==> src/rtl/core/bids_pkg.sv <==
package bids_pkg;

  localparam int unsigned PIX_W   = 8;
  localparam int unsigned WGT_W   = 17;
  localparam int unsigned COL_W   = 12;
  localparam int unsigned ROW_W   = 14;
  localparam int unsigned CPOS_W  = 30;
  localparam int unsigned RPOS_W  = 32;
  localparam int unsigned ADDR_W  = 5;
  localparam int unsigned DATA_W  = 32;
  localparam int unsigned DEF_MAX_LINE = 4096;
  localparam int unsigned DEF_LANES    = 4;
  localparam int unsigned MAX_RUN = 4;

  // register indexes
  localparam logic [2:0] REG_SRC_W   = 3'd0;
  localparam logic [2:0] REG_SRC_H   = 3'd1;
  localparam logic [2:0] REG_DST_W   = 3'd2;
  localparam logic [2:0] REG_DST_H   = 3'd3;
  localparam logic [2:0] REG_CSTEP   = 3'd4;
  localparam logic [2:0] REG_RSTEP   = 3'd5;
  localparam logic [2:0] REG_NCH     = 3'd6;

  typedef logic [4*PIX_W-1:0] pix_t;

  typedef struct packed {
    logic [WGT_W-1:0] tl;
    logic [WGT_W-1:0] tr;
    logic [WGT_W-1:0] bl;
    logic [WGT_W-1:0] br;
  } wgt_t;

  typedef enum logic [3:0] {
    ST_IDLE = 4'b0001,
    ST_CALC = 4'b0010,
    ST_MUL  = 4'b0100,
    ST_FIN  = 4'b1000
  } state_t;

endpackage

==> src/rtl/core/bids_lane.sv <==
module bids_lane (
  input  logic [7:0]    px_tl,
  input  logic [7:0]    px_tr,
  input  logic [7:0]    px_bl,
  input  logic [7:0]    px_br,
  input  bids_pkg::wgt_t wgt,
  input  logic          en,
  output logic [7:0]    res
);
  import bids_pkg::*;

  logic [25:0] sum;
  logic [9:0]  rnd;

  always_comb begin
    sum = 26'(px_tl) * 26'(wgt.tl) + 26'(px_tr) * 26'(wgt.tr)
        + 26'(px_bl) * 26'(wgt.bl) + 26'(px_br) * 26'(wgt.br) + 26'd32768;
    rnd = sum[25:16];
    if (!en) begin
      res = 8'd0;
    end else if (rnd > 10'd255) begin
      res = 8'd255;
    end else begin
      res = rnd[7:0];
    end
  end

endmodule

==> config.mk <==
export PLATFORM = sky130hd
export DESIGN_NAME = bids_lane
export DESIGN_NICKNAME = d
export VERILOG_FILES = /design/src/rtl/core/bids_pkg.sv /design/src/rtl/core/bids_lane.sv
export SDC_FILE = /design/constraint.sdc
export NUM_CORES = 1
export LEC_CHECK = 0
export ABC_AREA = 0
export BUFFER_PORTS_ARGS = -buffer_cell sky130_fd_sc_hd__buf_2
export CAP_MARGIN = 20
export CELL_PAD_IN_SITES_DETAIL_PLACEMENT = 0
export CELL_PAD_IN_SITES_GLOBAL_PLACEMENT = 1
export CORE_ASPECT_RATIO = 1.75
export CORE_MARGIN = 2
export CORE_UTILIZATION = 46
export DETAILED_ROUTE_END_ITERATION = 10
export GPL_ROUTABILITY_DRIVEN = 0
export PLACE_DENSITY_LB_ADDON = 0.12
export SLEW_MARGIN = 20
export SYNTH_ARGS = -nofsm -noshare
export SYNTH_HDL_FRONTEND = slang
export SYNTH_SLANG_ARGS = --single-unit
==> constraint.sdc <==
create_clock -name vclk -period 8.9
set_input_delay 1.335 -clock vclk [all_inputs]
set_output_delay 1.335 -clock vclk [all_outputs]
set_load 0.02 [all_outputs]
; ---- After elaboration in Yosys (flattened, before gate mapping)
; Cells that the tools add are included.
[totals]
wordCells = 11
input_bits = 101
register_bits = 0
output_inout_bits = 8
[op_classes]
mux = 2
n_addsub = 4
n_mul = 4
order_cmp = 1
[ops]
columns = op, count
row1 = $mul A8 B17 Y25, 4
row2 = $add A26 B25 Y26, 2
row3 = $add A25 B25 Y26, 1
row4 = $add A26 B16 Y26 const B, 1
row5 = $mux W8, 2
row6 = $gt A10 B8 Y1 const B, 1

; ---- Logic depth before layout (Yosys ltp)
; Gate-level depths: netlist of run 1.
[depth]
depth_word = 8
depth_mapped = 28
ltp_nobuf = 26

; ---- Least setup slack after synthesis of run 1
; Ideal clock, no wire load.
[synth_path]
path_type = input -> output
startpoint = input px_tl[2]
endpoint = output res[0]
setup_slack_ns = -0.515
path_stages = 25
required_time_ns = 7.565
n_path_buf = 2
arrival_time_ns = 8.080
cell_sequence = clkbuf_1 > clkbuf_1 > nand2_1 > fa_1 > fa_1 > fa_1 > fa_1 > inv_1 > fa_1 > inv_1 > fa_1 > inv_1 > fa_1 > inv_1 > fa_1 > inv_1 > ha_1 > and4_4 > a221oi_2 > a2111o_1 > nand3_2 > a21oi_2 > o311a_4 > o21ai_4 > o21a_1
[synth_between]
elab_chain_cells = 8
[synth_rtl]
columns = element, line_no
row1 = from (decl), bids_lane.sv:2  ; input logic [7:0] px_tl,
row2 = $mul A8 B17 Y25 *, bids_lane.sv:16  ; sum = 26'(px_tl) * 26'(wgt.tl) + 26'(px_tr) * 26'(wgt.tr)
row3 = $add A25 B25 Y26 *, bids_lane.sv:16
row4 = $add A26 B25 Y26 * (2 in a row), bids_lane.sv:17  ; + 26'(px_bl) * 26'(wgt.bl) + 26'(px_br) * 26'(wgt.br) + 26'd32768;
row5 = $add A26 B16 Y26 *, bids_lane.sv:17
row6 = $gt A10 B8 Y1, bids_lane.sv:21  ; end else if (rnd > 10'd255) begin
row7 = $mux W8 *, bids_lane.sv:21
row8 = $mux W8 *, bids_lane.sv:19  ; if (!en) begin
row9 = to (decl), bids_lane.sv:8  ; output logic [7:0] res
; Every way passes the cells marked *; elsewhere a longest branch is shown, timed or not.

; ---- Worst setup path after layout of run 1
[layout_path]
startpoint = input wgt[8] (netlist name)
endpoint = output res[0]
[layout_between]
elab_chain_cells = 6
[layout_rtl]
columns = element, line_no
row1 = from (decl), bids_lane.sv:6  ; input bids_pkg::wgt_t wgt,
row2 = $mul A8 B17 Y25 *, bids_lane.sv:17
row3 = $add A26 B25 Y26 *, bids_lane.sv:17
row4 = $add A26 B16 Y26 *, bids_lane.sv:17
row5 = $gt A10 B8 Y1, bids_lane.sv:21
row6 = $mux W8 *, bids_lane.sv:21
row7 = $mux W8 *, bids_lane.sv:19
; Marked as above.

==> key figures, run 1 <==
Yosys
  – Cell variety after synth: 48
  – YS warnings: 0
  – Area share of the leading cell type in the synthesized netlist: between 50% and 60%
  – Area of the mapped netlist: around 0.017 mm²
  – Post-synthesis net count: 2609
  – Post-Synthesis Cells: 1874
  – Cell type with the largest total area after synthesis: fa_1
  – Portion of the post-synthesis area used by sequential elements: 0%
  – Cells taking the most area after synthesis: fa_1 (57%), inv_1 (12%), ha_1 (10%)
  – Syn_area_per_cell: roughly 9.2 µm²

Status
  – Status: finished with violations
  – Violated checks: negative setup slack

Setup path
  – CP most frequent cell: fa_1
  – Master of the slowest instance on the critical path: fa_2
  – Worst setup path category: in2out
  – Kind of launch point of the worst setup path: input port
  – CP Data Required Time: 7.57 ns
  – Delay contributed by the slowest stage of the critical path: 0.60 ns
  – Crit. End Element: primary output
  – Critical path data arrival time: 8.18 ns
  – CP Max Fanout: 6

STA
  – Final period demand of the worst path: 9.513 ns
  – Final count of pins violating max slew: 0
  – Transition time at the pin with the least slew margin: 0.5359 ns
  – Achievable Freq: about 110 MHz
  – Normalized max-slew margin: 64.11%
  – Setup violators final: 8
  – Fin crit share: 106.9%
  – Final setup slack of the worst path: -0.6134 ns
  – Final-report hold violation count: 0
  – Setup repair after global routing missed its margin: yes
  – Setup total negative slack: -4.766 ns

Final layout
  – FFs & Latches: 0
  – Area occupied by registers: 0 µm²
  – Area added between synthesis and finish: 17.89%
  – Clock tree buffer count of the final layout: 0
  – Share of cells above drive strength 1: 18.30%
  – Final layout net count: 2857

Die
  – Row Count: 94
  – Core region area: roughly 0.037 mm²
  – Die X-Extent: 150.6 µm
  – Vertical extent of the die: 260.5 µm
  – Total die area: 0.03923 mm²
  – Starting density of the core: 46.25%
  – I/O pin count: between 100 and 150

CTS
  – Count of hold buffers inserted by post-cts repair: 0

Routing
  – Via density per instance: 4.802
  – Total via count in the routed design: around 12000
  – Routed length per placed instance: 16.65 µm
  – Antenna-violating nets left: 0
  – DR iter-0 viols: 225
  – Number of design rule violations left after detail routing: 0
  – Total wire length: 43310 µm
  – Pre-antenna DRT Iters: 4

Global route
  – Vias in the first global route: between 10000 and 15000
  – Number of antenna violations at the first check in global routing: 4
  – First-pass GRT wire length: 72920 µm
  – Remaining Overflow, GRT: 0
  – Largest net degree at the start of global routing: 18
  – GRT Total Usage: 23.61%

Min path
  – HP Class: in2out

Placed design
  – Number of input and output port buffers inserted: 109
  – Placed wire-length estimate after detailed placement: 41520 µm

Run
  – # Max-Cap Violations: 0
-- final timing paths --
kind                from      to  cells after the start
hold / removal        en  res[7]                      3
setup / recovery  wgt[8]  res[0]                     25
-- timing repair --
action                                  4_1_cts  5_1_grt
gates cloned                                  0        1
pin swaps                                    54       26
endpoints found under the setup margin        8        8
setup buffers                                 7        4
gates resized for setup                     100       51
-- cell type report --
type | instances | area, µm²
diodes | 1 | 2.502
inverters | 534 | 2004
well taps | 480 | 600.6
repair buffers | 295 | 2366
multi-input cells | 1291 | 15420
fillers | 3561 | 17010
-- through the flow --
step | util, % | hold WS (ns) | setup slack, ns | area (µm²) | instances
floorplan | - | 3.140 | -0.06445 | 17720 | 1874
global placement | 52.96 | 3.128 | -0.7616 | 19810 | 2589
detailed placement | 52.96 | 3.134 | -0.8842 | 19810 | 2589
CTS | 54.06 | 3.123 | -0.6733 | 20220 | 2596
global route | 54.52 | 3.133 | -0.7521 | 20390 | 2601
finish | 54.52 | 3.117 | -0.6134 | 20390 | 2601
-- cells in the mapped netlist (6+ instances only) --
| cell | number |
|---|---|
| xnor2_1 | 10 |
| nand2_1 | 300 |
| a21oi_1 | 16 |
| a21o_1 | 7 |
| fa_1 | 491 |
| o21ai_0 | 8 |
| clkbuf_1 | 44 |
| o21a_1 | 10 |
| and2_1 | 255 |
| nor2_1 | 6 |
| inv_1 | 534 |
| ha_1 | 143 |
-- critical path: cells and delay by family --
family / cells / cell delay (ns)
AOI/OAI and AO/OA: 8 / 1.60
adders and majority gates: 9 / 4.27
buffers and inverters: 7 / 0.80
and+or+nand+nor: 1 / 0.15
-- metal layers --
metal / GRT usage (%) / share of wire, %
met2: 47.06 / 57
met5: 0 / 0.083
met1: 27.88 / 38
met3: 0.9441 / 2.1
met4: 4.283 / 2.1
-- logic make-up (layout without fill, tap and decap cells) --
group / count (synthesis) / count (layout) / synth area share (%)
AOI/OAI and AO/OA: 62 / 62 / 2.684
xor gates and xnor gates: 14 / 14 / 0.7088
other: 0 / 1 / 0
buffers and inverters: 583 / 829 / 12.80
and+or+nand+nor: 581 / 581 / 16.64
adders and majority gates: 634 / 634 / 67.17
-- placed cells by master (no fill, tap or decap), types with 14 or more instances in the layout --
cell | netlist | layout
and2_1 | 255 | 231
and2_4 | 0 | 24
buf_2 | 0 | 59
buf_4 | 0 | 182
buf_6 | 1 | 35
fa_1 | 491 | 477
fa_2 | 0 | 14
ha_1 | 143 | 137
inv_1 | 534 | 530
nand2_1 | 300 | 284
nand2_2 | 0 | 15
Power of run 1 is not shown: default switching activity piles up to over one toggle a cycle in this logic, so the estimate is an artifact.
==> run 2, diff against run 1 <==
==> constraint.sdc (replaced) <==
create_clock -name vclk -period 8.9
set_input_delay 1.78 -clock vclk [all_inputs]
set_output_delay 1.78 -clock vclk [all_outputs]
set_load 0.02 [all_outputs]
==> run 2 against run 1 <==
The flow still finishes with violations (negative setup slack). Routed wire length is 0.23% higher. Cell count is 0.23% higher. Global-route usage is 0.066 points lower. Utilization hardly changed. Via count is 0.69% higher. Critical path depth stayed put. Count of clock-buffer cells in the layout stayed put. Sequential share of layout area stayed put. Worst hold slack better by 0.89 ns. Non-clock buffer count is 6 higher. Sequential cell count stayed put. Fmax is 8.8% lower.
==> key figures, run 2 (synthesis gave the netlist of run 1 again) <==
Final layout
  – Area added between synthesis and finish: 17.85% (about the same)
  – Most common cell after layout, fill and taps aside: inv_1
  – Area occupied by registers: 0 µm² (unchanged)
  – Number of filler cells placed in the layout: 3538 (-0.65%)
  – Final layout net count: 2863 (+0.21%)
  – Most frequent cells in the layout: inv_1 (531), fa_1 (475), nand2_1 (286), and2_1 (233), buf_4 (186)
  – Multi-input gate area in the final layout: 0.01541 mm² (about the same)
  – Share of cells above drive strength 1: 18.34% (+0.042 points)
  – Clock tree buffer count of the final layout: 0 (unchanged)
  – FFs & Latches: 0 (unchanged)
  – Non-filler cells, final: 2607 (+0.23%)

Setup path
  – Crit. End Element: primary output
  – CP Data Required Time: 7.12 ns (-0.45 ns)
  – Critical path data arrival time: 8.66 ns (+0.48 ns)
  – Worst setup path category: in2out
  – Kind of launch point of the worst setup path: input port
  – CP Max Fanout: 8 (+2)

Global route
  – Vias in the first global route: 14682 (+0.18%)
  – GRT Total Usage: 23.54% (-0.066 points)
  – First-pass GRT wire length: 72710 µm (-0.28%)
  – Remaining Overflow, GRT: 0 (unchanged)
  – Largest net degree at the start of global routing: 18 (unchanged)
  – Number of antenna violations at the first check in global routing: 2 (-2)

STA
  – Transition time at the pin with the least slew margin: 0.5527 ns (+0.01678 ns)
  – Final count of pins violating max slew: 0 (unchanged)
  – Final period demand of the worst path: 10.44 ns (+0.9223 ns)
  – Final setup slack of the worst path: -1.536 ns (-0.9223 ns)
  – Achievable Freq: 95.83 MHz (-8.8%)
  – Final-report hold violation count: 0 (unchanged)
  – Setup total negative slack: -12.16 ns (-7.394 ns)
  – Worst Hold Slack: 4.010 ns (+0.8923 ns)
  – Fin crit share: 117.3% (+10 points)
  – Setup repair after global routing missed its margin: yes
  – Setup violators final: 8 (unchanged)
  – Normalized max-slew margin: 62.99% (-1.1 points)

Placed design
  – Number of cells after detailed placement: 2593 (+0.15%)
  – Placed wire-length estimate after detailed placement: 41290 µm (-0.55%)
  – Number of input and output port buffers inserted: 109 (unchanged)

Routing
  – Total wire length: 43410 µm (+0.23%)
  – Total via count in the routed design: 12577 (+0.69%)
  – Antenna-violating nets left: 0 (unchanged)
  – Routed length per placed instance: 16.65 µm (about the same)
  – Via density per instance: 4.824 (+0.46%)
  – DR iter-0 viols: 256 (+14%)
  – Number of design rule violations left after detail routing: 0 (unchanged)
  – Pre-antenna DRT Iters: 4 (unchanged)

Die
  – Total die area: 0.03923 mm² (unchanged)
  – I/O pin count: 109 (unchanged)
  – Vertical extent of the die: 260.5 µm (unchanged)
  – Core region area: 0.03740 mm² (unchanged)
  – Row Count: 94 (unchanged)
  – Die X-Extent: 150.6 µm (unchanged)
  – Starting density of the core: 46.25% (unchanged)

Status
  – Status: finished with violations
  – Violated checks: negative setup slack

CTS
  – Count of hold buffers inserted by post-cts repair: 0 (unchanged)

Min path
  – HP Class: in2out

Run
  – # Max-Cap Violations: 0 (unchanged)
==> run 2: cell types whose count changed in the layout (fill, tap and decap cells not counted), sizes merged <==
cell    previous run  this run
buf              290       293
clkbuf             5         8
==> run 2: timing repair <==
item,4_1_cts,5_1_grt
hold endpoints to repair,0,0
gates resized for setup,88,41
gates cloned,0,1
pin swaps,44,38
setup endpoints to repair,8,8
buffers inserted,10,3
==> run 2: layer usage <==
| layer | wire length [µm] | track usage [%] | share of wire [%] |
|---|---|---|---|
| met3 | 884 | 1.346 | 2.0 |
| met2 | 24560 | 46.48 | 57 |
| met5 | 11 | 0 | 0.025 |
| met1 | 16750 | 27.79 | 39 |
| met4 | 1195 | 4.621 | 2.8 |
==> run 2: path summary, 6_finish.rpt <==
kind	start	end	slack (ns)	cells past startpoint
worst max-delay path	px_br[4]	res[3]	-1.54	25
worst min-delay path	en	res[5]	4.01	3
==> run 2: per-stage QoR <==
stage | utilization [%] | worst slack (ns) | area, µm²
floorplan | - | -0.9545 | 17720
global placement | 53.04 | -1.656 | 19840
detailed placement | 53.04 | -1.759 | 19840
CTS | 54.08 | -1.581 | 20230
global route | 54.50 | -1.670 | 20380
finish | 54.51 | -1.536 | 20390
==> run 2: final cells by class <==
cell class / count / share of cell area, %
multi-input cells: 1291 / 75.62
repair buffers: 301 / 11.59
inverters: 534 / 9.832
well taps: 480 / 2.946
diodes: 1 / 0.01228
==> run 2: critical path, cell delays in order <==
cell and delay (ns):
buf_6 0.12, clkbuf_16 0.16, and2_4 0.16, fa_1 0.55, fa_1 0.43, inv_1 0.09
fa_2 0.44, fa_1 0.51, inv_1 0.05, fa_2 0.57, fa_1 0.45, fa_2 0.55
fa_1 0.46, ha_4 0.32, nand2_4 0.05, or3_1 0.35, a2111o_1 0.39, buf_12 0.16
a21boi_4 0.22, o221a_4 0.23, o311ai_4 0.10, o21ai_4 0.10, buf_12 0.15, o21a_2 0.14
buf_6 0.11
Power of run 2 is left out for the same reason.
==> run 3, diff against run 2 <==
--- a/config.mk
+++ b/config.mk
@@ -16,6 +16,7 @@
 export DETAILED_ROUTE_END_ITERATION = 10
 export GPL_ROUTABILITY_DRIVEN = 0
 export PLACE_DENSITY_LB_ADDON = 0.12
+export SETUP_SLACK_MARGIN = 0.05
 export SLEW_MARGIN = 20
 export SYNTH_ARGS = -nofsm -noshare
 export SYNTH_HDL_FRONTEND = slang
==> run 3 against run 2 <==
The run still ends with negative setup slack left. Fmax hardly changed. Sequential cell count unchanged. Cell count hardly changed. Setup slack better by 0.0030 ns. Critical endpoint unchanged. Utilization about the same. Global-route usage unchanged. Routed wire length barely moved. Cell area is essentially flat. Critical path depth did not move. Via count about the same. Non-clock buffer count did not move. Largest cell class unchanged. First-iteration DRC count decreased by 1.6%.
==> key figures, run 3 (synthesis gave the netlist of run 1 again) <==
Final layout
  – Clock tree buffer count of the final layout: 0 (unchanged)
  – Antenna Diode Count: 0 (-1)
  – Most common cell after layout, fill and taps aside: inv_1
  – FFs & Latches: 0 (unchanged)
  – Area added between synthesis and finish: 17.95% (about the same)
  – Area occupied by registers: 0 µm² (unchanged)
  – Final layout net count: 2863 (unchanged)
  – Non-filler cells, final: 2606 (-0.038%)
  – Summed area of non-filler cells in the final layout: 0.02040 mm² (about the same)
  – Share of cells above drive strength 1: 18.49% (+0.14 points)
  – Most frequent cells in the layout: inv_1 (531), fa_1 (474), nand2_1 (286), and2_1 (232), buf_4 (185)

Setup path
  – Kind of launch point of the worst setup path: input port
  – Master of the slowest instance on the critical path: fa_2
  – Worst setup path category: in2out
  – CP Max Fanout: 8 (unchanged)
  – Critical path data arrival time: 8.65 ns (about the same)
  – CP Data Required Time: 7.12 ns (about the same)
  – Crit. End Element: primary output
  – Worst Setup EP: res[3]
  – CP startpoint: px_br[4]
  – Delay contributed by the slowest stage of the critical path: 0.57 ns (about the same)
  – CP most frequent cell: fa_1

Run
  – # Max-Cap Violations: 0 (unchanged)

Placed design
  – Placed wire-length estimate after detailed placement: 41290 µm (unchanged)
  – Number of input and output port buffers inserted: 109 (unchanged)
  – Worst slack, placed: -1.759 ns (unchanged)
  – Number of cells after detailed placement: 2593 (unchanged)
  – Placed Instance Area: 0.01984 mm² (unchanged)

STA
  – Normalized max-slew margin: 63.07% (+0.079 points)
  – Final period demand of the worst path: 10.43 ns (-0.003000 ns)
  – Final-report hold violation count: 0 (unchanged)
  – Final count of pins violating max slew: 0 (unchanged)
  – Fin crit share: 117.2% (about the same)
  – Achievable Freq: 95.85 MHz (about the same)
  – Final setup slack of the worst path: -1.533 ns (+0.003000 ns)
  – Setup violators final: 8 (unchanged)
  – Setup repair after global routing missed its margin: yes
  – Worst Hold Slack: 4.008 ns (-0.001360 ns)
  – Transition time at the pin with the least slew margin: 0.5515 ns (-0.001179 ns)

Routing
  – Total via count in the routed design: 12584 (+0.056%)
  – Pre-antenna DRT Iters: 4 (unchanged)
  – Antenna-violating nets left: 0 (unchanged)
  – Routed length per placed instance: 16.65 µm (about the same)
  – Total wire length: 43400 µm (about the same)
  – Via density per instance: 4.829 (about the same)
  – Number of design rule violations left after detail routing: 0 (unchanged)
  – DR iter-0 viols: 252 (-1.6%)

Global route
  – GRT Total Usage: 23.54% (unchanged)
  – First-pass GRT wire length: 72710 µm (unchanged)
  – Vias in the first global route: 14682 (unchanged)
  – Remaining Overflow, GRT: 0 (unchanged)
  – Largest net degree at the start of global routing: 18 (unchanged)
  – Number of antenna violations at the first check in global routing: 1 (-1)

Die
  – Total die area: 0.03923 mm² (unchanged)
  – Row Count: 94 (unchanged)
  – Starting density of the core: 46.25% (unchanged)
  – Core region area: 0.03740 mm² (unchanged)
  – Die X-Extent: 150.6 µm (unchanged)
  – Vertical extent of the die: 260.5 µm (unchanged)
  – I/O pin count: 109 (unchanged)

Status
  – Violated checks: negative setup slack
  – Status: finished with violations

Min path
  – HP Class: in2out
  – Cell count of the worst hold path: 3 (unchanged)

CTS
  – Count of hold buffers inserted by post-cts repair: 0 (unchanged)
run 3: cell count changes in the layout (fill, tap and decap cells not counted):
cell,previous run,this run
or3_1,1,0
diode_2,1,0
clkbuf_4,7,9
and2_4,22,23
buf_6,31,32
buf_4,186,185
fa_2,16,17
buf_2,65,63
fa_1,475,474
or3_4,0,1
and2_1,233,232
run 3: through the flow:
| stage | util (%) | setup TNS (ns) |
|---|---|---|
| after floorplan | - | -7.579 |
| after global placement | 53.04 | -13.24 |
| after detailed placement | 53.04 | -13.99 |
| after CTS | 54.08 | -12.55 |
| after global routing | 54.55 | -13.22 |
| final | 54.55 | -12.12 |
run 3: repair_timing:
item,CTS,global route
endpoints found under the setup margin,8,8
cloned,0,1
buffers inserted,10,2
hold endpoints to repair,0,0
pin swaps,44,41
gates resized for setup,88,47
run 3: metal layers:
metal / share of wire (%) / track usage [%] / routed length [µm]
met1: 39 / 27.79 / 16740
met2: 57 / 46.48 / 24590
met3: 2.0 / 1.346 / 879
met4: 2.7 / 4.621 / 1178
met5: 0.025 / 0 / 11
run 3: area by class of cell:
| cell class | count | area, µm² |
|---|---|---|
| Inverter | 534 | 2004 |
| Timing Repair Buffer | 301 | 2372 |
| Multi-Input combinational cell | 1291 | 15420 |
| Tap cell | 480 | 600.6 |
| Fill cell | 3536 | 17000 |
run 3: critical path: cells and delay by family:
kind / cells / cell delay [ns]
buf+inv: 7 / 0.84
fa+ha+maj: 9 / 4.28
simple gates: 3 / 0.57
compound gates: 6 / 1.18
run 3: how the worst min path moves through the flow:
stage	start	to	slack, ns
5_1_grt	en	res[2]	4.02
4_1_cts	en	res[6]	4.01
3_3_place_gp	en	res[1]	4.02
3_5_place_dp	en	res[0]	4.03
6_report	en	res[5]	4.01
2_1_floorplan	en	res[1]	4.03
Power of run 3 is left out for the same reason.
